### config.mk
export PLATFORM = sky130hd
export DESIGN_NAME = int64_to_radix_ascii
export DESIGN_NICKNAME = d
export VERILOG_FILES = /design/src/rtl/i2ra_pkg.sv /design/src/rtl/i2ra_ctrl.sv /design/src/rtl/i2ra_dp.sv /design/src/rtl/int64_to_radix_ascii.sv
export SDC_FILE = /design/constraint.sdc
export NUM_CORES = 1
export LEC_CHECK = 0
export ABC_CLOCK_PERIOD_IN_PS = 12900
export BUFFER_PORTS_ARGS = -buffer_cell sky130_fd_sc_hd__buf_2
export CAP_MARGIN = 10
export CORE_UTILIZATION = 25
export CTS_CLUSTER_SIZE = 30
export DETAILED_ROUTE_END_ITERATION = 7
export GPL_TIMING_DRIVEN = 0
export PLACE_DENSITY = 0.36
export SYNTH_ARGS = -nofsm -noshare
export SYNTH_HDL_FRONTEND = slang
export SYNTH_HIERARCHICAL = 1
export SYNTH_SLANG_ARGS = --single-unit
export TNS_END_PERCENT = 30
### constraint.sdc
create_clock -name clk_i -period 12.9 [get_ports clk_i]
set_clock_uncertainty 0.1 [all_clocks]
set_input_delay 0.645 -clock clk_i [delete_from_list [all_inputs] [get_ports clk_i]]
set_output_delay 0.645 -clock clk_i [all_outputs]
set_load 0.05 [all_outputs]
### src/rtl/i2ra_pkg.sv
// Shared types and constants for the int64 to radix ASCII converter.
// Used by i2ra_ctrl, i2ra_dp and int64_to_radix_ascii; no dependencies.
package i2ra_pkg;

  localparam int unsigned ValueW    = 64;
  localparam int unsigned RadixW    = 6;
  localparam int unsigned CharW     = 8;
  localparam int unsigned MaxDigits = 64;
  localparam int unsigned DigitAw   = $clog2(MaxDigits);
  localparam int unsigned CountW    = DigitAw + 1;
  // quotient bits resolved per divider cycle
  localparam int unsigned DivBits   = 4;
  localparam int unsigned StepW     = $clog2(ValueW / DivBits);

  localparam logic [RadixW-1:0] RadixMin   = RadixW'(2);
  localparam logic [RadixW-1:0] RadixMax   = RadixW'(36);
  localparam logic [RadixW-1:0] RadixSign  = RadixW'(10);
  localparam logic [RadixW-1:0] RadixReset = RadixW'(10);

  localparam logic [CharW-1:0] CharZero  = 8'h30;
  localparam logic [CharW-1:0] CharNine  = 8'h39;
  localparam logic [CharW-1:0] CharLowA  = 8'h61;
  localparam logic [CharW-1:0] CharLowZ  = 8'h7a;
  localparam logic [CharW-1:0] CharMinus = 8'h2d;

  // controller to datapath
  typedef struct packed {
    logic load;       // take a new value, start the first digit
    logic div_step;   // run one divider step
    logic sign_load;  // put '-' in the output register
    logic rd_issue;   // read the next stored digit, count down
    logic char_load;  // put the read digit in the output register
  } cmd_t;

  // datapath to controller
  typedef struct packed {
    logic digit_done; // this divider cycle finishes a digit
    logic quo_zero;   // quotient after this cycle is zero
    logic count_full; // this digit fills the store
    logic sign;       // a minus sign precedes the digits
    logic out_free;   // output register can take a character
    logic last;       // the digit just read is the least significant
  } sts_t;

  // Map a digit value to its ASCII character.
  function automatic logic [CharW-1:0] digit_char(input logic [RadixW-1:0] d);
    logic [CharW-1:0] c;
    if (d < RadixW'(10)) begin
      c = CharZero + CharW'(d);
    end else begin
      c = CharLowA + CharW'(d) - CharW'(10);
    end
    return c;
  endfunction

endpackage

### src/rtl/i2ra_ctrl.sv
// Sequencer for the converter: divide, then emit sign and digits.
// Depends on i2ra_pkg for the command and status structs.
module i2ra_ctrl (
  input  logic           clk_i,
  input  logic           rst_ni,
  input  logic           in_valid_i,
  output logic           in_stall_o,
  input  i2ra_pkg::sts_t sts_i,
  output i2ra_pkg::cmd_t cmd_o
);
  import i2ra_pkg::*;

  typedef enum logic [2:0] {
    S_IDLE,
    S_DIV,
    S_SIGN,
    S_READ,
    S_EMIT
  } state_e;

  state_e state_q, state_d;

  // Decode commands and next state
  always_comb begin
    cmd_o   = '0;
    state_d = state_q;
    case (state_q)
      S_IDLE: begin
        if (in_valid_i) begin
          cmd_o.load = 1'b1;
          state_d    = S_DIV;
        end
      end
      S_DIV: begin
        cmd_o.div_step = 1'b1;
        if (sts_i.digit_done && (sts_i.quo_zero || sts_i.count_full)) begin
          state_d = sts_i.sign ? S_SIGN : S_READ;
        end
      end
      S_SIGN: begin
        if (sts_i.out_free) begin
          cmd_o.sign_load = 1'b1;
          state_d         = S_READ;
        end
      end
      S_READ: begin
        cmd_o.rd_issue = 1'b1;
        state_d        = S_EMIT;
      end
      S_EMIT: begin
        if (sts_i.out_free) begin
          cmd_o.char_load = 1'b1;
          state_d         = sts_i.last ? S_IDLE : S_READ;
        end
      end
      default: begin
        state_d = S_IDLE;
      end
    endcase
  end

  assign in_stall_o = (state_q != S_IDLE);

  // Hold state
  always_ff @(posedge clk_i or negedge rst_ni) begin
    if (!rst_ni) begin
      state_q <= S_IDLE;
    end else begin
      state_q <= state_d;
    end
  end

endmodule

### src/rtl/i2ra_dp.sv
// Datapath: radix register, 4-bit-per-cycle divider, digit store, output register.
// Depends on i2ra_pkg; driven by i2ra_ctrl through cmd_t / sts_t.
module i2ra_dp (
  input  logic                         clk_i,
  input  logic                         rst_ni,
  input  logic                         cfg_valid_i,
  input  logic [i2ra_pkg::RadixW-1:0]  number_base_i,
  input  logic [i2ra_pkg::ValueW-1:0]  number_in_i,
  input  logic                         out_stall_i,
  output logic                         out_valid_o,
  output logic [i2ra_pkg::CharW-1:0]   text_char_o,
  output logic                         end_of_text_o,
  input  i2ra_pkg::cmd_t               cmd_i,
  output i2ra_pkg::sts_t               sts_o
);
  import i2ra_pkg::*;

  logic [RadixW-1:0]  base_q;
  logic [RadixW-1:0]  radix_q;
  logic [RadixW-1:0]  radix_eff;
  logic [ValueW-1:0]  quo_q, quo_d;
  logic [RadixW-1:0]  rem_q, rem_d;
  logic [StepW-1:0]   step_q;
  logic [CountW-1:0]  count_q;
  logic               sign_q;
  logic               neg_in;
  logic [RadixW-1:0]  rd_q;
  logic               out_valid_q;
  logic [CharW-1:0]   out_char_q;
  logic               out_last_q;
  logic               out_free;
  logic               digit_done;
  logic [RadixW-1:0]  mem [MaxDigits];

  // Clamp the configured radix into range
  always_comb begin
    radix_eff = base_q;
    if (base_q < RadixMin) begin
      radix_eff = RadixMin;
    end else if (base_q > RadixMax) begin
      radix_eff = RadixMax;
    end
  end

  assign neg_in = number_in_i[ValueW-1] && (radix_eff == RadixSign);

  // Restoring division, DivBits quotient bits per cycle
  always_comb begin
    logic [RadixW:0] t;
    quo_d = quo_q;
    rem_d = rem_q;
    for (int i = 0; i < DivBits; i++) begin
      t     = {rem_d, quo_d[ValueW-1]};
      quo_d = {quo_d[ValueW-2:0], 1'b0};
      if (t >= {1'b0, radix_q}) begin
        t        = t - {1'b0, radix_q};
        quo_d[0] = 1'b1;
      end
      rem_d = t[RadixW-1:0];
    end
  end

  assign digit_done = cmd_i.div_step && (step_q == {StepW{1'b1}});
  assign out_free   = !out_valid_q || !out_stall_i;

  // Radix register
  always_ff @(posedge clk_i or negedge rst_ni) begin
    if (!rst_ni) begin
      base_q <= RadixReset;
    end else if (cfg_valid_i) begin
      base_q <= number_base_i;
    end
  end

  // Divider, digit count and sign
  always_ff @(posedge clk_i or negedge rst_ni) begin
    if (!rst_ni) begin
      quo_q   <= '0;
      rem_q   <= '0;
      step_q  <= '0;
      count_q <= '0;
      sign_q  <= 1'b0;
      radix_q <= RadixReset;
    end else if (cmd_i.load) begin
      quo_q   <= neg_in ? (ValueW'(0) - number_in_i) : number_in_i;
      rem_q   <= '0;
      step_q  <= '0;
      count_q <= '0;
      sign_q  <= neg_in;
      radix_q <= radix_eff;
    end else if (cmd_i.div_step) begin
      quo_q  <= quo_d;
      step_q <= step_q + StepW'(1);
      if (digit_done) begin
        rem_q   <= '0;
        count_q <= count_q + CountW'(1);
      end else begin
        rem_q <= rem_d;
      end
    end else if (cmd_i.rd_issue) begin
      count_q <= count_q - CountW'(1);
    end
  end

  // Digit store: write on digit completion, registered read
  always_ff @(posedge clk_i) begin
    if (digit_done) begin
      mem[count_q[DigitAw-1:0]] <= rem_d;
    end
    if (cmd_i.rd_issue) begin
      rd_q <= mem[DigitAw'(count_q - CountW'(1))];
    end
  end

  // Output register: hold while stalled, drop when taken
  always_ff @(posedge clk_i or negedge rst_ni) begin
    if (!rst_ni) begin
      out_valid_q <= 1'b0;
    end else if (cmd_i.sign_load || cmd_i.char_load) begin
      out_valid_q <= 1'b1;
    end else if (!out_stall_i) begin
      out_valid_q <= 1'b0;
    end
  end

  always_ff @(posedge clk_i) begin
    if (cmd_i.sign_load) begin
      out_char_q <= CharMinus;
      out_last_q <= 1'b0;
    end else if (cmd_i.char_load) begin
      out_char_q <= digit_char(rd_q);
      out_last_q <= (count_q == '0);
    end
  end

  assign out_valid_o   = out_valid_q;
  assign text_char_o   = out_char_q;
  assign end_of_text_o = out_last_q;

  assign sts_o.digit_done = digit_done;
  assign sts_o.quo_zero   = (quo_d == '0);
  assign sts_o.count_full = (count_q == CountW'(MaxDigits - 1));
  assign sts_o.sign       = sign_q;
  assign sts_o.out_free   = out_free;
  assign sts_o.last       = (count_q == '0);

endmodule

### src/rtl/int64_to_radix_ascii.sv
// Top level of the int64 to radix ASCII converter.
// Depends on i2ra_pkg, i2ra_ctrl and i2ra_dp.
//
//  channel  | handshake                  | payload
//  ---------+----------------------------+------------------------------------
//  input    | in_valid_i / in_stall_o    | number_in_i [63:0]
//  output   | out_valid_o / out_stall_i  | text_char_o [7:0], end_of_text_o
//  config   | cfg_valid_i / cfg_ready_o  | number_base_i [5:0]
//
// Each digit is worked out in the divider, which resolves 4 quotient bits a cycle;
// each character then passes a read state and an emit state for the digit
// store's registered read, and an emit waits while the output register is busy.
// Radix ten needs at most 19 digits and a sign, radix two 64.
// Reset is asynchronous and needs no clearing pass; radix resets to ten.
// A stalled output holds its character; the next item is taken once the last
// character of the current one sits in the output register.
module int64_to_radix_ascii (
  input  logic                         clk_i,
  input  logic                         rst_ni,
  input  logic                         cfg_valid_i,
  output logic                         cfg_ready_o,
  input  logic [i2ra_pkg::RadixW-1:0]  number_base_i,
  input  logic                         in_valid_i,
  output logic                         in_stall_o,
  input  logic [i2ra_pkg::ValueW-1:0]  number_in_i,
  output logic                         out_valid_o,
  input  logic                         out_stall_i,
  output logic [i2ra_pkg::CharW-1:0]   text_char_o,
  output logic                         end_of_text_o
);
  import i2ra_pkg::*;

  cmd_t cmd;
  sts_t sts;

  assign cfg_ready_o = 1'b1;

  i2ra_ctrl u_ctrl (
    .clk_i      (clk_i),
    .rst_ni     (rst_ni),
    .in_valid_i (in_valid_i),
    .in_stall_o (in_stall_o),
    .sts_i      (sts),
    .cmd_o      (cmd)
  );

  i2ra_dp u_dp (
    .clk_i         (clk_i),
    .rst_ni        (rst_ni),
    .cfg_valid_i   (cfg_valid_i),
    .number_base_i (number_base_i),
    .number_in_i   (number_in_i),
    .out_stall_i   (out_stall_i),
    .out_valid_o   (out_valid_o),
    .text_char_o   (text_char_o),
    .end_of_text_o (end_of_text_o),
    .cmd_i         (cmd),
    .sts_o         (sts)
  );

  // An accepted value keeps the input stalled while it is converted
  a_busy_after_accept: assert property (
    @(posedge clk_i) disable iff (!rst_ni)
    (in_valid_i && !in_stall_o) |=> in_stall_o
  ) else $error("input not stalled after accepting a value");

  // The final character of a run is always a digit
  a_last_not_sign: assert property (
    @(posedge clk_i) disable iff (!rst_ni)
    (out_valid_o && end_of_text_o) |-> (text_char_o != CharMinus)
  ) else $error("run ends on a minus sign");

  // Only digits, lower-case letters and the minus sign come out
  a_char_set: assert property (
    @(posedge clk_i) disable iff (!rst_ni)
    out_valid_o |-> ((text_char_o >= CharZero && text_char_o <= CharNine) ||
                     (text_char_o >= CharLowA && text_char_o <= CharLowZ) ||
                     (text_char_o == CharMinus))
  ) else $error("character outside the output set");

endmodule

Yosys cells after proc, flatten, opt, wreduce, memory -nomap -nowiden. Memory sizes are Yosys's and may differ from the RTL's. A register that Yosys moved wholly into a read port is not among the register bits. Cells that the tools add are included.

Flip-flop bits (word level): 107. Bits in writable memories: 384. Output and inout bits: 12. Logic and storage cells: 100. Memories: 1.

Memory list: u_dp.mem (depth 64, width 6, rd ports 1, clocked after Yosys merged registers in 1, write ports 1, line i2ra_dp.sv:33) `logic [RadixW-1:0] mem [MaxDigits];`.

$add $sub $neg: 11. Magnitude comparators: 7. Equal/unequal tests: 13. Muxes and demuxes: 41. Reductions and logical operators: 16.

Operators with widths (number): $mux 64 (3); $logic_not 64->1 (1); $sub 1x64->64 const A (1); $mux 6 (9); $ge 7x6->1 (4); $mux 7 (4); $sub 6x6->6 (4); $mux 1 (16); $pmux 3 s5 (1); $mux 3 (4); $add 7x6->8 const A (1); $mux 4 (2); $mux 8 (1); $ne 2x1->1 const B (4); $sub 8x4->8 const B (1); $add 6x6->7 const A (1); $add 7x1->7 const B (1); $eq 7x6->1 const B (1); $logic_not 7->1 (1); $sub 7x1->7 const B (1); $eq 3x2->1 const B (2); $eq 6x4->1 const B (1); $gt 6x6->1 const B (1); $lt 6x2->1 const B (1); other kinds (16) (22).

Longest topological paths before layout. Gate-level depths: netlist (run 1).

Word-level depth: 13. Mapped depth: 39.

Modules after synthesis. The synthesis (run 1) kept the hierarchy.

Modules (own cells, without submodules): i2ra_dp (times used 1, cells each 1577, area an instance 22924.5 sq um); i2ra_ctrl (times used 1, cells each 30, area an instance 279.0 sq um); int64_to_radix_ascii (times used 1, cells each 2, area an instance 11.3 sq um).

Worst setup path after synthesis (run 1). OpenSTA, ideal clock, no wires.

Path kind: register to register. Start: register u_dp.radix_q[5]. End: memory u_dp.mem[0][5] (data pin). Library setup time: 682 ps. Data arrival time: 9922 ps. Data required time: 12118 ps. Setup slack: 2196 ps. Stages on the path, launching flop included: 33. Clock period less this slack: 10704 ps. Cell sequence: dfrtp_1 -> inv_1 -> ha_1 -> and2_1 -> a221o_1 -> a21o_1 -> buf_2 -> o21ai_0 -> inv_1 -> ha_1 -> nor2b_1 -> o21bai_1 -> o211ai_1 -> a221o_1 -> a21oi_1 -> buf_2 -> mux2i_1 -> ha_1 -> nor2b_1 -> o31a_1 -> o31ai_1 -> and2_0 -> nand2_1 -> o21ai_0 -> a21boi_0 -> ha_1 -> nor2b_1 -> o31a_1 -> o31a_1 -> a311o_1 -> a221oi_2 -> nor2_1 -> nor3_1.

Word-level cells in the longest chain between the ends: 8.

Ends and longest elaborated chain: start: declaration (line i2ra_dp.sv:19) `logic [RadixW-1:0] radix_q;`; start signal: assignment (line i2ra_dp.sv:83) `radix_q <= RadixReset;`; start signal: assignment (line i2ra_dp.sv:90) `radix_q <= radix_eff;`; $sub 6x6->6 or $ge 7x6->1 (tied branches) (line i2ra_dp.sv:56, i2ra_dp.sv:55); $mux 6 (line i2ra_dp.sv:55) `if (t >= {1'b0, radix_q}) begin`; $ge 7x6->1 or $sub 6x6->6 (tied branches) (line i2ra_dp.sv:55, i2ra_dp.sv:56); $mux 6 (line i2ra_dp.sv:55); $sub 6x6->6 or $ge 7x6->1 (tied branches) (line i2ra_dp.sv:56, i2ra_dp.sv:55); $mux 6 (line i2ra_dp.sv:55); $sub 6x6->6 or $ge 7x6->1 (tied branches) (line i2ra_dp.sv:56, i2ra_dp.sv:55); $mux 6 * (line i2ra_dp.sv:55); net u_dp.rem_d[5] (line i2ra_dp.sv:22) `logic [RadixW-1:0] rem_q, rem_d;`; end: declaration (line i2ra_dp.sv:33).

The timed path passes the listed nets; every way through them passes the cells marked *.

Worst setup path in the final report (run 1).
Start: register u_dp.radix_q[1]. End: memory u_dp.mem[31][3] (data pin).

Word-level cells in the longest chain between the ends: 8.

Ends and longest elaborated chain (line): $sub 6x6->6 or $ge 7x6->1 (tied branches) (i2ra_dp.sv:56, i2ra_dp.sv:55); $mux 6 (i2ra_dp.sv:55); $sub 6x6->6 or $ge 7x6->1 (tied branches) (i2ra_dp.sv:56, i2ra_dp.sv:55); $mux 6 (i2ra_dp.sv:55); $ge 7x6->1 or $sub 6x6->6 (tied branches) (i2ra_dp.sv:55, i2ra_dp.sv:56); $mux 6 (i2ra_dp.sv:55); $sub 6x6->6 or $ge 7x6->1 (tied branches) (i2ra_dp.sv:56, i2ra_dp.sv:55); $mux 6 * (i2ra_dp.sv:55); net u_dp.rem_d[3] (i2ra_dp.sv:22).

Marked as above.

==> impl_metrics.py, run 1 <==
metrics = {
    "outcome": {
        "status": "complete, no violations",
    },
    "clock_network": {
        "clk_path_buf_depth": 3,
        "cts_root_buffer": "clkbuf_16",
        "post_cts_buffers": 0,
        "htree_levels": 2,
        "cts.clk_slew.worst_paths_ns": 0.06,
        "cts_num_sinks": 497,
        "cts_tree": "yes",
        "worstSkewPairLatency_ns": 0.64,
        "cts-buffers-inserted": 58,
    },
    "critical_path": {
        "critPathSlowestCell": "mux2_2",
        "cpPeakStageDelay_ns": 0.72,
        "endpoint_kind": "register",
        "startpoint_type": "register",
        "path_max_fanout": 37,
        "critPathArrivalTime_ns": 11.15,
        "cp_data_required_time_ns": 13.15,
        "crit_type": "reg -> reg",
        "cpMostUsedCell": "ha_1",
    },
    "timing": {
        "fmax_ghz": 0.0918,
        "fin_crit_sh_pct": 84.5,
        "layout_min_cycle_time_ns": 10.89,
        "worst_pin_slew_ns": 1.17,
        "max-slew-margin-rel_pct": 22.1,
        "hold_violations": 0,
        "slew_violations": 0,
        "rsz0062_at_grt": "no",
        "setup_viol": 0,
    },
    "global_route": {
        "use_met3_pct": 2.08,
        "grt_use_met2_pct": 25.6,
        "grt_pass1_wl_um": 104000,
        "grt_pass1_vias": 15132,
        "gr-total-overflow": 0,
        "grtUsageTotal_pct": 14.9,
        "antenna_found_initial": 0,
        "busiest_layer": "met2",
        "met1_usage_pct": 20.0,
        "grt_max_degree": 52,
    },
    "detailed_routing": {
        "routed_wl_um": 69600,
        "drt_first_pass_iters": 5,
        "wl_per_cell_um": 22.7,
        "drtAntennaViolNets": 0,
        "vias": 14300,
        "viasPerCell": 4.67,
        "post-route-drc-count": 0,
        "drtIter0Drc": 1065,
    },
    "synth": {
        "ys_seq_area_share_pct": 61.8,
        "synthCells": 1609,
        "synth_edf_count": 390,
        "synth_ff_type": "edfxtp_1",
        "netlist_area_um2": 23200,
        "synth-seq-cells": 497,
        "avgSynthCellArea_um2": 14.4,
        "ys_warn_count": 6,
        "synth_cell_types": 77,
        "synthArstFlopShare_pct": 19.7,
        "syn_nets": 1720,
    },
    "placement": {
        "port_buffers": 84,
        "dp_hpwl_um": 49900,
        "gp_congestion": 0.791,
    },
    "flow_run": {
        "maxCapViolCount": 0,
    },
    "layout": {
        "final_nets": 1880,
        "utilization_pct": 29.8,
        "drive_gt1_share_pct": 20.1,
        "synthToLayoutAreaGrowth_pct": 17.9,
        "antenna_cells": 0,
    },
    "floorplan": {
        "io_pins": 87,
        "initial_core_util_pct": 25.3,
        "floorplan.die_area_um2": 94100,
        "rows": 111,
        "die_width_um": 307,
        "die_h_um": 307,
        "core_region_area_um2": 91800,
    },
    "min_path": {
        "min-delay-path-class": "in -> reg",
    },
}
==> placed cells by master, fill, tap and decap left out, types with 33 or more instances in the layout <==
master	count
dfrtp_1	94
inv_1	33
nand2_1	102
clkbuf_1	72
a21oi_1	59
mux4_2	126
xnor2_1	42
o21ai_0	92
buf_2	90
edfxtp_1	390
xor2_1	38
clkbuf_16	58
mux2i_1	54
nor2_1	148
==> timing repair <==
item,in CTS,in global routing
hold endpoints to repair,42,0
resized for setup,0,0
hold buffers,1,0
==> layout make-up <==
cell class	instances	area, um2
flip-flops and latches	497	14300
plain buffers	89	387
clock buffers	78	1530
clock inverters	32	367
well taps	1243	1560
repair buffers	100	663
fillers	9232	64400
inverters	34	128
multi-input cells	989	8390
==> layer usage <==
layer / share of wire (%) / vias up
met5: 0 / -
met4: 1.7 / 0
met3: 3.7 / 75
met2: 49 / 242
met1: 45 / 7458
li1: - / 6525
==> registers in the layout, indices dropped and copies added (netlist names), 3 cells and up <==
| name | count |
|---|---|
| u_dp/rd_q | 6 |
| u_ctrl/state_q | 3 |
| u_dp/quo_q | 64 |
| u_dp/base_q | 6 |
| u_dp/radix_q | 6 |
| u_dp/text_char_o | 8 |
| u_dp/mem | 384 |
| u_dp/count_q | 7 |
| u_dp/rem_q | 6 |
| u_dp/step_q | 4 |
==> final timing paths <==
| path | slack [ns] | from | cells past startpoint | endpoint |
|---|---|---|---|---|
| max | 2.01 | u_dp/radix_q[1]$_DFFE_PN1P_ | 34 | u_dp/mem[31][3]$_DFFE_PP_ |
| min reg2reg | 0.37 | u_dp/text_char_o[6]$_SDFFE_PP0P_ | 2 | u_dp/text_char_o[6]$_SDFFE_PP0P_ |
| min | 0.15 | number_base_i[1] | 2 | u_dp/base_q[1]$_DFFE_PN1P_ |
| max in group asynchronous | 11.40 | rst_ni | 3 | u_dp/rem_q[4]$_DFFE_PN0P_ |
| max reg2reg | 2.01 | u_dp/radix_q[1]$_DFFE_PN1P_ | 34 | u_dp/mem[31][3]$_DFFE_PP_ |
| min in group asynchronous | 0.50 | rst_ni | 2 | u_dp/quo_q[36]$_DFFE_PN0P_ |
==> metrics by stage <==
| stage | setup WS [ns] | TNS, ns | cells | instance area (um2) | hold slack (ns) |
|---|---|---|---|---|---|
| 2_1_floorplan | 2.20 | 0 | 1609 | 23200 | 0.249 |
| 3_3_place_gp | -3.72 | -779.52 | 2936 | 25200 | 0.362 |
| 3_5_place_dp | 1.99 | 0 | 2949 | 25400 | 0.371 |
| 4_1_cts | 1.96 | 0 | 3060 | 27300 | 0.0931 |
| 5_1_grt | 1.38 | 0 | 3062 | 27400 | 0.113 |
| 6_report | 2.01 | 0 | 3062 | 27400 | 0.147 |
==> synth_stat cells, drive strengths merged (6+ instances only) <==
cell type | n | share of area, %
nand2b | 11 | 0.30
ha | 32 | 1.7
nand3 | 18 | 0.39
or2 | 6 | 0.16
nand2 | 103 | 1.7
xor2 | 38 | 1.4
a21o | 6 | 0.19
nand4 | 6 | 0.16
o211ai | 13 | 0.42
a211oi | 16 | 0.52
dfrtp | 94 | 10
buf | 37 | 0.82
o31ai | 15 | 0.51
o41ai | 7 | 0.33
a21oi | 59 | 1.3
nor3 | 31 | 0.69
dfxtp | 9 | 0.78
clkbuf | 52 | 0.84
mux2 | 11 | 0.53
inv | 34 | 0.55
nor2 | 148 | 2.4
and2 | 6 | 0.17
or3 | 23 | 0.63
mux4 | 126 | 12
o21ai | 96 | 2.1
a31oi | 9 | 0.24
edfxtp | 390 | 50
o21a | 14 | 0.45
nor2b | 23 | 0.62
nor4 | 21 | 0.59
mux2i | 54 | 2.3
xnor2 | 42 | 1.6
==> worst max-delay path: cells and delay by family, from the launching register on <==
family	cells	cell delay [ns]
AO/OA/AOI/OAI	16	4.58
AND/OR/NAND/NOR	6	1.40
adder cells (fa/ha/maj)	4	1.26
buffers and inverters	6	1.33
flip-flops	1	0.67
multiplexers	2	1.28
==> kinds of logic after synthesis <==
group                      count (synthesis)  synth area share (%)
AOI/OAI and AO/OA                        264                  7.16
xor gates and xnor gates                  80                  3.02
DFF                                      497                  61.8
buffers and inverters                    123                  2.22
adders and majority gates                 36                  2.07
other                                      1                0.0162
muxes                                    191                  15.1
and+or+nand+nor                          417                  8.63
Power of run 1 is left out: the tool's default activity adds up to more than one toggle a clock period on the data nets, which glitch-free logic cannot reach.
==> inputs of run 2 (changes only) <==
--- a/config.mk
+++ b/config.mk
@@ -5,7 +5,7 @@
 export SDC_FILE = /design/constraint.sdc
 export NUM_CORES = 1
 export LEC_CHECK = 0
-export ABC_CLOCK_PERIOD_IN_PS = 12900
+export ABC_CLOCK_PERIOD_IN_PS = 10800
 export BUFFER_PORTS_ARGS = -buffer_cell sky130_fd_sc_hd__buf_2
 export CAP_MARGIN = 10
 export CORE_UTILIZATION = 25
==> constraint.sdc (replaced) <==
create_clock -name clk_i -period 10.8 [get_ports clk_i]
set_clock_uncertainty 0.1 [all_clocks]
set_input_delay 0.54 -clock clk_i [delete_from_list [all_inputs] [get_ports clk_i]]
set_output_delay 0.54 -clock clk_i [all_outputs]
set_load 0.05 [all_outputs]
==> run 2 against run 1 <==
  * Via count increased by 0.13%
  * Non-clock buffer count rose by 6
  * Die area unchanged
  * Cell count rose by 0.20%
  * Wire length up 0.40%
  * Clock-buffer cell count stayed put
  * Sequential cell count is the same
  * Utilization grew 0.14 points
  * First-iteration DRC count decreased by 6.4%
  * Critical path depth rose by 1
  * Register-to-register slack got worse by 1.4 ns
  * Worst hold slack worse by 0.10 ns
==> impl_metrics.py, run 2 (synthesis gave the netlist of run 1 again) <==
metrics = {
    "timing": {
        "fmax_ghz": 0.0980,
        "hold_violations": 0,
        "setup_viol": 0,
        "slew_violations": 0,
        "fin_crit_sh_pct": 94.4,
        "worst_pin_slew_ns": 1.19,
        "rsz0062_at_grt": "no",
        "fin_hold_ws_ns": 0.0472,
        "layout_min_cycle_time_ns": 10.20,
        "max-slew-margin-rel_pct": 20.4,
    },
    "layout": {
        "final_common_cell": "edfxtp_1",
        "largest_reg_flops": 384,
        "synthToLayoutAreaGrowth_pct": 18.4,
        "fillerInstances": 9233,
        "drive_gt1_share_pct": 20.4,
        "multi_input_area_um2": 8440,
        "final_cell_mix": "390 x edfxtp_1, 147 x nor2_1, 126 x mux4_2, 102 x nand2_1, 94 x dfrtp_1",
        "antenna_cells": 0,
        "final_nets": 1886,
        "register_area_um2": 14300,
    },
    "clock_network": {
        "clk_path_buf_depth": 3,
        "cts-buffers-inserted": 58,
        "cts_tree": "yes",
        "worstSkewPairLatency_ns": 0.65,
        "htree_levels": 2,
        "cts.clk_slew.worst_paths_ns": 0.06,
        "cts_num_sinks": 497,
        "cts_root_buffer": "clkbuf_16",
    },
    "global_route": {
        "grtUsageTotal_pct": 14.9,
        "gr-total-overflow": 0,
        "grt_pass1_wl_um": 104000,
        "antenna_found_initial": 0,
        "grt_max_degree": 52,
        "grt_pass1_vias": 15144,
    },
    "detailed_routing": {
        "drtIter0Drc": 997,
        "routed_wl_um": 69900,
        "vias": 14318,
        "viasPerCell": 4.67,
        "drt-met1-wl_um": 31700,
        "wl_met3_um": 2480,
        "post-route-drc-count": 0,
        "drtAntennaViolNets": 0,
        "drt_first_pass_iters": 5,
        "wl_per_cell_um": 22.8,
        "top_layer_used": "met4",
        "route.met2.wl_um": 34600,
    },
    "critical_path": {
        "startpoint_type": "register",
        "cpPeakStageDelay_ns": 0.67,
        "critPathSlowestCell": "dfstp_2",
        "critPathArrivalTime_ns": 10.46,
        "endpoint_kind": "register",
        "cpMostUsedCell": "ha_1",
        "path_max_fanout": 37,
        "cp_data_required_time_ns": 11.06,
        "crit_type": "reg -> reg",
    },
    "floorplan": {
        "floorplan.die_area_um2": 94100,
        "core_region_area_um2": 91800,
        "die_h_um": 307,
        "initial_core_util_pct": 25.3,
        "io_pins": 87,
        "die_width_um": 307,
        "rows": 111,
    },
    "outcome": {
        "status": "complete, no violations",
    },
    "min_path": {
        "min-delay-path-class": "in -> reg",
    },
    "placement": {
        "port_buffers": 84,
        "dp_hpwl_um": 49900,
        "gp_congestion": 0.791,
    },
    "flow_run": {
        "maxCapViolCount": 0,
    },
}
==> run 2: cell count changes in the layout (fill, tap and decap cells not counted), sizes merged <==
cell | previous run | this run
dlygate4sd3 | 1 | 5
buf | 136 | 137
clkbuf | 130 | 131
==> run 2: layer usage <==
layer | vias up | global-route usage [%]
met1 | 7437 | 20.0
met2 | 270 | 25.6
li1 | 6537 | -
met3 | 74 | 2.08
met4 | 0 | 3.12
met5 | - | 0
==> run 2: worst max-delay path: cells and delay by family (launching register included) <==
| kind | cells | cell delay (ns) |
|---|---|---|
| multiplexers | 2 | 0.96 |
| adder cells (fa/ha/maj) | 4 | 1.26 |
| AND/OR/NAND/NOR | 8 | 1.47 |
| flip-flops | 1 | 0.67 |
| buffers and inverters | 6 | 1.25 |
| AO/OA/AOI/OAI | 15 | 4.20 |
==> run 2: layout make-up <==
type / count / area share (%)
inverter: 34 / 0.464
clock inverter: 32 / 1.33
sequential: 497 / 52.2
multi-input combinational: 989 / 30.7
timing repair buffer: 106 / 2.66
clock buffer: 78 / 5.55
tap: 1243 / 5.66
buffer: 89 / 1.42
==> run 2: path summary, 6_finish.rpt <==
check | startpoint | end | slack, ns | cells after the start
hold reg to reg | u_dp/text_char_o[6]$_SDFFE_PP0P_ | u_dp/text_char_o[6]$_SDFFE_PP0P_ | 0.37 | 2
setup / recovery | u_dp/radix_q[1]$_DFFE_PN1P_ | u_dp/mem[31][3]$_DFFE_PP_ | 0.60 | 35
min in group asynchronous | rst_ni | u_dp/quo_q[36]$_DFFE_PN0P_ | 0.40 | 2
setup reg to reg | u_dp/radix_q[1]$_DFFE_PN1P_ | u_dp/mem[31][3]$_DFFE_PP_ | 0.60 | 35
max in group asynchronous | rst_ni | u_dp/rem_q[4]$_DFFE_PN0P_ | 9.40 | 3
hold / removal | number_base_i[4] | u_dp/base_q[4]$_DFFE_PN0P_ | 0.05 | 2
==> run 2: what timing repair did <==
item,4_1_cts,5_1_grt
hold endpoints to repair,51,0
gates resized for setup,3,11
hold buffers,5,0
setup buffers,0,2
cloned,0,0
setup endpoints to repair,127,386
==> run 2: per-stage QoR <==
| stage | util (%) | std cells | cell area (um2) | TNS (ns) | worst slack, ns |
|---|---|---|---|---|---|
| global route | 29.9 | 3068 | 27500 | 0 | 0.00299 |
| detailed placement | 27.7 | 2949 | 25400 | -5.54 | -0.107 |
| CTS | 29.8 | 3064 | 27400 | 0 | 0.0221 |
| global placement | 27.4 | 2936 | 25200 | -1411.92 | -5.82 |
| floorplan | - | 1609 | 23200 | 0 | 0.0961 |
| finish | 29.9 | 3068 | 27500 | 0 | 0.600 |
Power of run 2 is left out for the same reason.
==> inputs of run 3 (changes only) <==
--- a/config.mk
+++ b/config.mk
@@ -5,14 +5,14 @@
 export SDC_FILE = /design/constraint.sdc
 export NUM_CORES = 1
 export LEC_CHECK = 0
-export ABC_CLOCK_PERIOD_IN_PS = 10800
+export ABC_CLOCK_PERIOD_IN_PS = 10700
 export BUFFER_PORTS_ARGS = -buffer_cell sky130_fd_sc_hd__buf_2
 export CAP_MARGIN = 10
 export CORE_UTILIZATION = 25
 export CTS_CLUSTER_SIZE = 30
 export DETAILED_ROUTE_END_ITERATION = 7
 export GPL_TIMING_DRIVEN = 0
-export PLACE_DENSITY = 0.36
+export PLACE_DENSITY = 0.51
 export SYNTH_ARGS = -nofsm -noshare
 export SYNTH_HDL_FRONTEND = slang
 export SYNTH_HIERARCHICAL = 1
==> constraint.sdc (replaced) <==
create_clock -name clk_i -period 10.7 [get_ports clk_i]
set_clock_uncertainty 0.1 [all_clocks]
set_input_delay 0.535 -clock clk_i [delete_from_list [all_inputs] [get_ports clk_i]]
set_output_delay 0.535 -clock clk_i [all_outputs]
set_load 0.05 [all_outputs]
==> run 3 against run 2 <==
  * Sequential share of layout area rose by 0.66 points
  * Critical path type unchanged
  * Design area shrank 1.2%
  * Critical path depth is 1 higher
  * Worst setup slack better by 0.043 ns
  * Sequential cell count stayed put
==> impl_metrics.py, run 3 (synthesis gave the netlist of run 1 again) <==
metrics = {
    "critical_path": {
        "path_buf_inv": 6,
        "critPathTopFamily": "compound AO/OA/AOI/OAI gates",
        "path_max_fanout": 64,
        "cp_data_required_time_ns": 10.85,
        "critPathArrivalTime_ns": 10.21,
        "crit_type": "reg -> reg",
        "cpPeakStageDelay_ns": 0.68,
        "endpoint_kind": "register",
        "startpoint_type": "register",
        "critPathSlowestCell": "dfstp_2",
    },
    "timing": {
        "fin_hold_ws_ns": 0.0635,
        "fmax_ghz": 0.0994,
        "setup_viol": 0,
        "max-slew-margin-rel_pct": 20.4,
        "fin_crit_sh_pct": 94.0,
        "slew_violations": 0,
        "layout_min_cycle_time_ns": 10.06,
        "hold_violations": 0,
        "finalWorstSetupSlack_ns": 0.643,
        "worst_pin_slew_ns": 1.19,
    },
    "detailed_routing": {
        "drtIter0Drc": 1200,
        "drt_first_pass_iters": 5,
        "drtAntennaViolNets": 0,
        "post-route-drc-count": 0,
        "viasPerCell": 4.73,
        "wl_per_cell_um": 20.8,
        "routed_wl_um": 63300,
        "vias": 14391,
    },
    "clock_network": {
        "htree_levels": 2,
        "cts.clk_slew.worst_paths_ns": 0.06,
        "worstSkewPairLatency_ns": 0.61,
        "clk_path_buf_depth": 3,
        "cts-buffers-inserted": 51,
        "cts_tree": "yes",
        "cts_root_buffer": "clkbuf_16",
        "cts_num_sinks": 497,
    },
    "layout": {
        "synthToLayoutAreaGrowth_pct": 16.9,
        "utilization_pct": 29.6,
        "final_nets": 1870,
        "largest_reg_flops": 384,
        "multi_input_area_um2": 8430,
        "drive_gt1_share_pct": 20.0,
        "fillerInstances": 9164,
        "design_area_um2": 27100,
        "antenna_cells": 0,
        "final_common_cell": "edfxtp_1",
        "register_area_um2": 14300,
        "final_cell_mix": "390 x edfxtp_1, 147 x nor2_1, 126 x mux4_2, 102 x nand2_1, 94 x dfrtp_1",
    },
    "global_route": {
        "grt_max_degree": 65,
        "grt_pass1_wl_um": 95800,
        "grt_pass1_vias": 14838,
        "gr-total-overflow": 0,
        "grtUsageTotal_pct": 13.5,
        "antenna_found_initial": 0,
    },
    "flow_run": {
        "maxCapViolCount": 0,
    },
    "placement": {
        "gp_congestion": 0.859,
        "dp_hpwl_um": 45900,
        "pre_cts_ws_ns": -0.219,
        "placed_area_um2": 25400,
        "port_buffers": 84,
    },
    "outcome": {
        "status": "complete, no violations",
    },
    "floorplan": {
        "initial_core_util_pct": 25.3,
        "io_pins": 87,
        "core_region_area_um2": 91800,
        "die_h_um": 307,
        "rows": 111,
        "floorplan.die_area_um2": 94100,
        "die_width_um": 307,
    },
    "min_path": {
        "min-delay-path-class": "in -> reg",
    },
}
run 3: per-stage QoR:
stage,instances,setup TNS (ns)
2_1_floorplan,1609,-0.205
5_1_grt,3042,-0.0701
6_report,3042,0
4_1_cts,3041,0
3_3_place_gp,2936,-1018.58
3_5_place_dp,2947,-13.42
run 3: worst register-to-register path: cells and delay by family, from the launching register on:
family / cells / cell delay (ns)
fa+ha+maj: 4 / 1.32
mux: 2 / 0.98
buf+inv: 6 / 1.23
flops: 1 / 0.68
compound gates: 16 / 3.91
simple gates: 8 / 1.47
run 3: what timing repair did:
item                       in CTS  in global routing
setup endpoints to repair      64                384
hold buffers                    1                  0
hold endpoints to repair       32                  0
gates resized for setup         1                  8
setup buffers                   0                  1
run 3: area by class of cell:
cell class / instances / share of cell area, %
buffer: 89 / 1.42
clock buffer: 65 / 5.08
clock inverter: 28 / 0.963
inverter: 34 / 0.470
multi-input combinational: 989 / 31.1
sequential: 497 / 52.9
tap: 1243 / 5.73
timing repair buffer: 97 / 2.40
run 3: final timing paths:
| kind | from | to | slack (ns) | depth (start not counted) |
|---|---|---|---|---|
| min reg2reg | u_dp/text_char_o[6]$_SDFFE_PP0P_ | u_dp/text_char_o[6]$_SDFFE_PP0P_ | 0.37 | 2 |
| min in group asynchronous | rst_ni | u_dp/base_q[0]$_DFFE_PN0P_ | 0.35 | 2 |
| max in group asynchronous | rst_ni | u_dp/count_q[3]$_DFFE_PN0P_ | 9.41 | 3 |
| max | u_dp/radix_q[1]$_DFFE_PN1P_ | u_dp/mem[7][3]$_DFFE_PP_ | 0.64 | 36 |
| min | number_base_i[0] | u_dp/base_q[0]$_DFFE_PN0P_ | 0.06 | 2 |
| max reg2reg | u_dp/radix_q[1]$_DFFE_PN1P_ | u_dp/mem[7][3]$_DFFE_PP_ | 0.64 | 36 |
run 3: layer usage:
| layer | share of wire (%) | vias up | global-route usage (%) |
|---|---|---|---|
| met1 | 45 | 7458 | 18.2 |
| li1 | - | 6501 | - |
| met5 | 0 | - | 0 |
| met2 | 49 | 346 | 22.5 |
| met4 | 2.5 | 0 | 3.95 |
| met3 | 4.1 | 86 | 1.83 |
Power of run 3 is left out for the same reason.
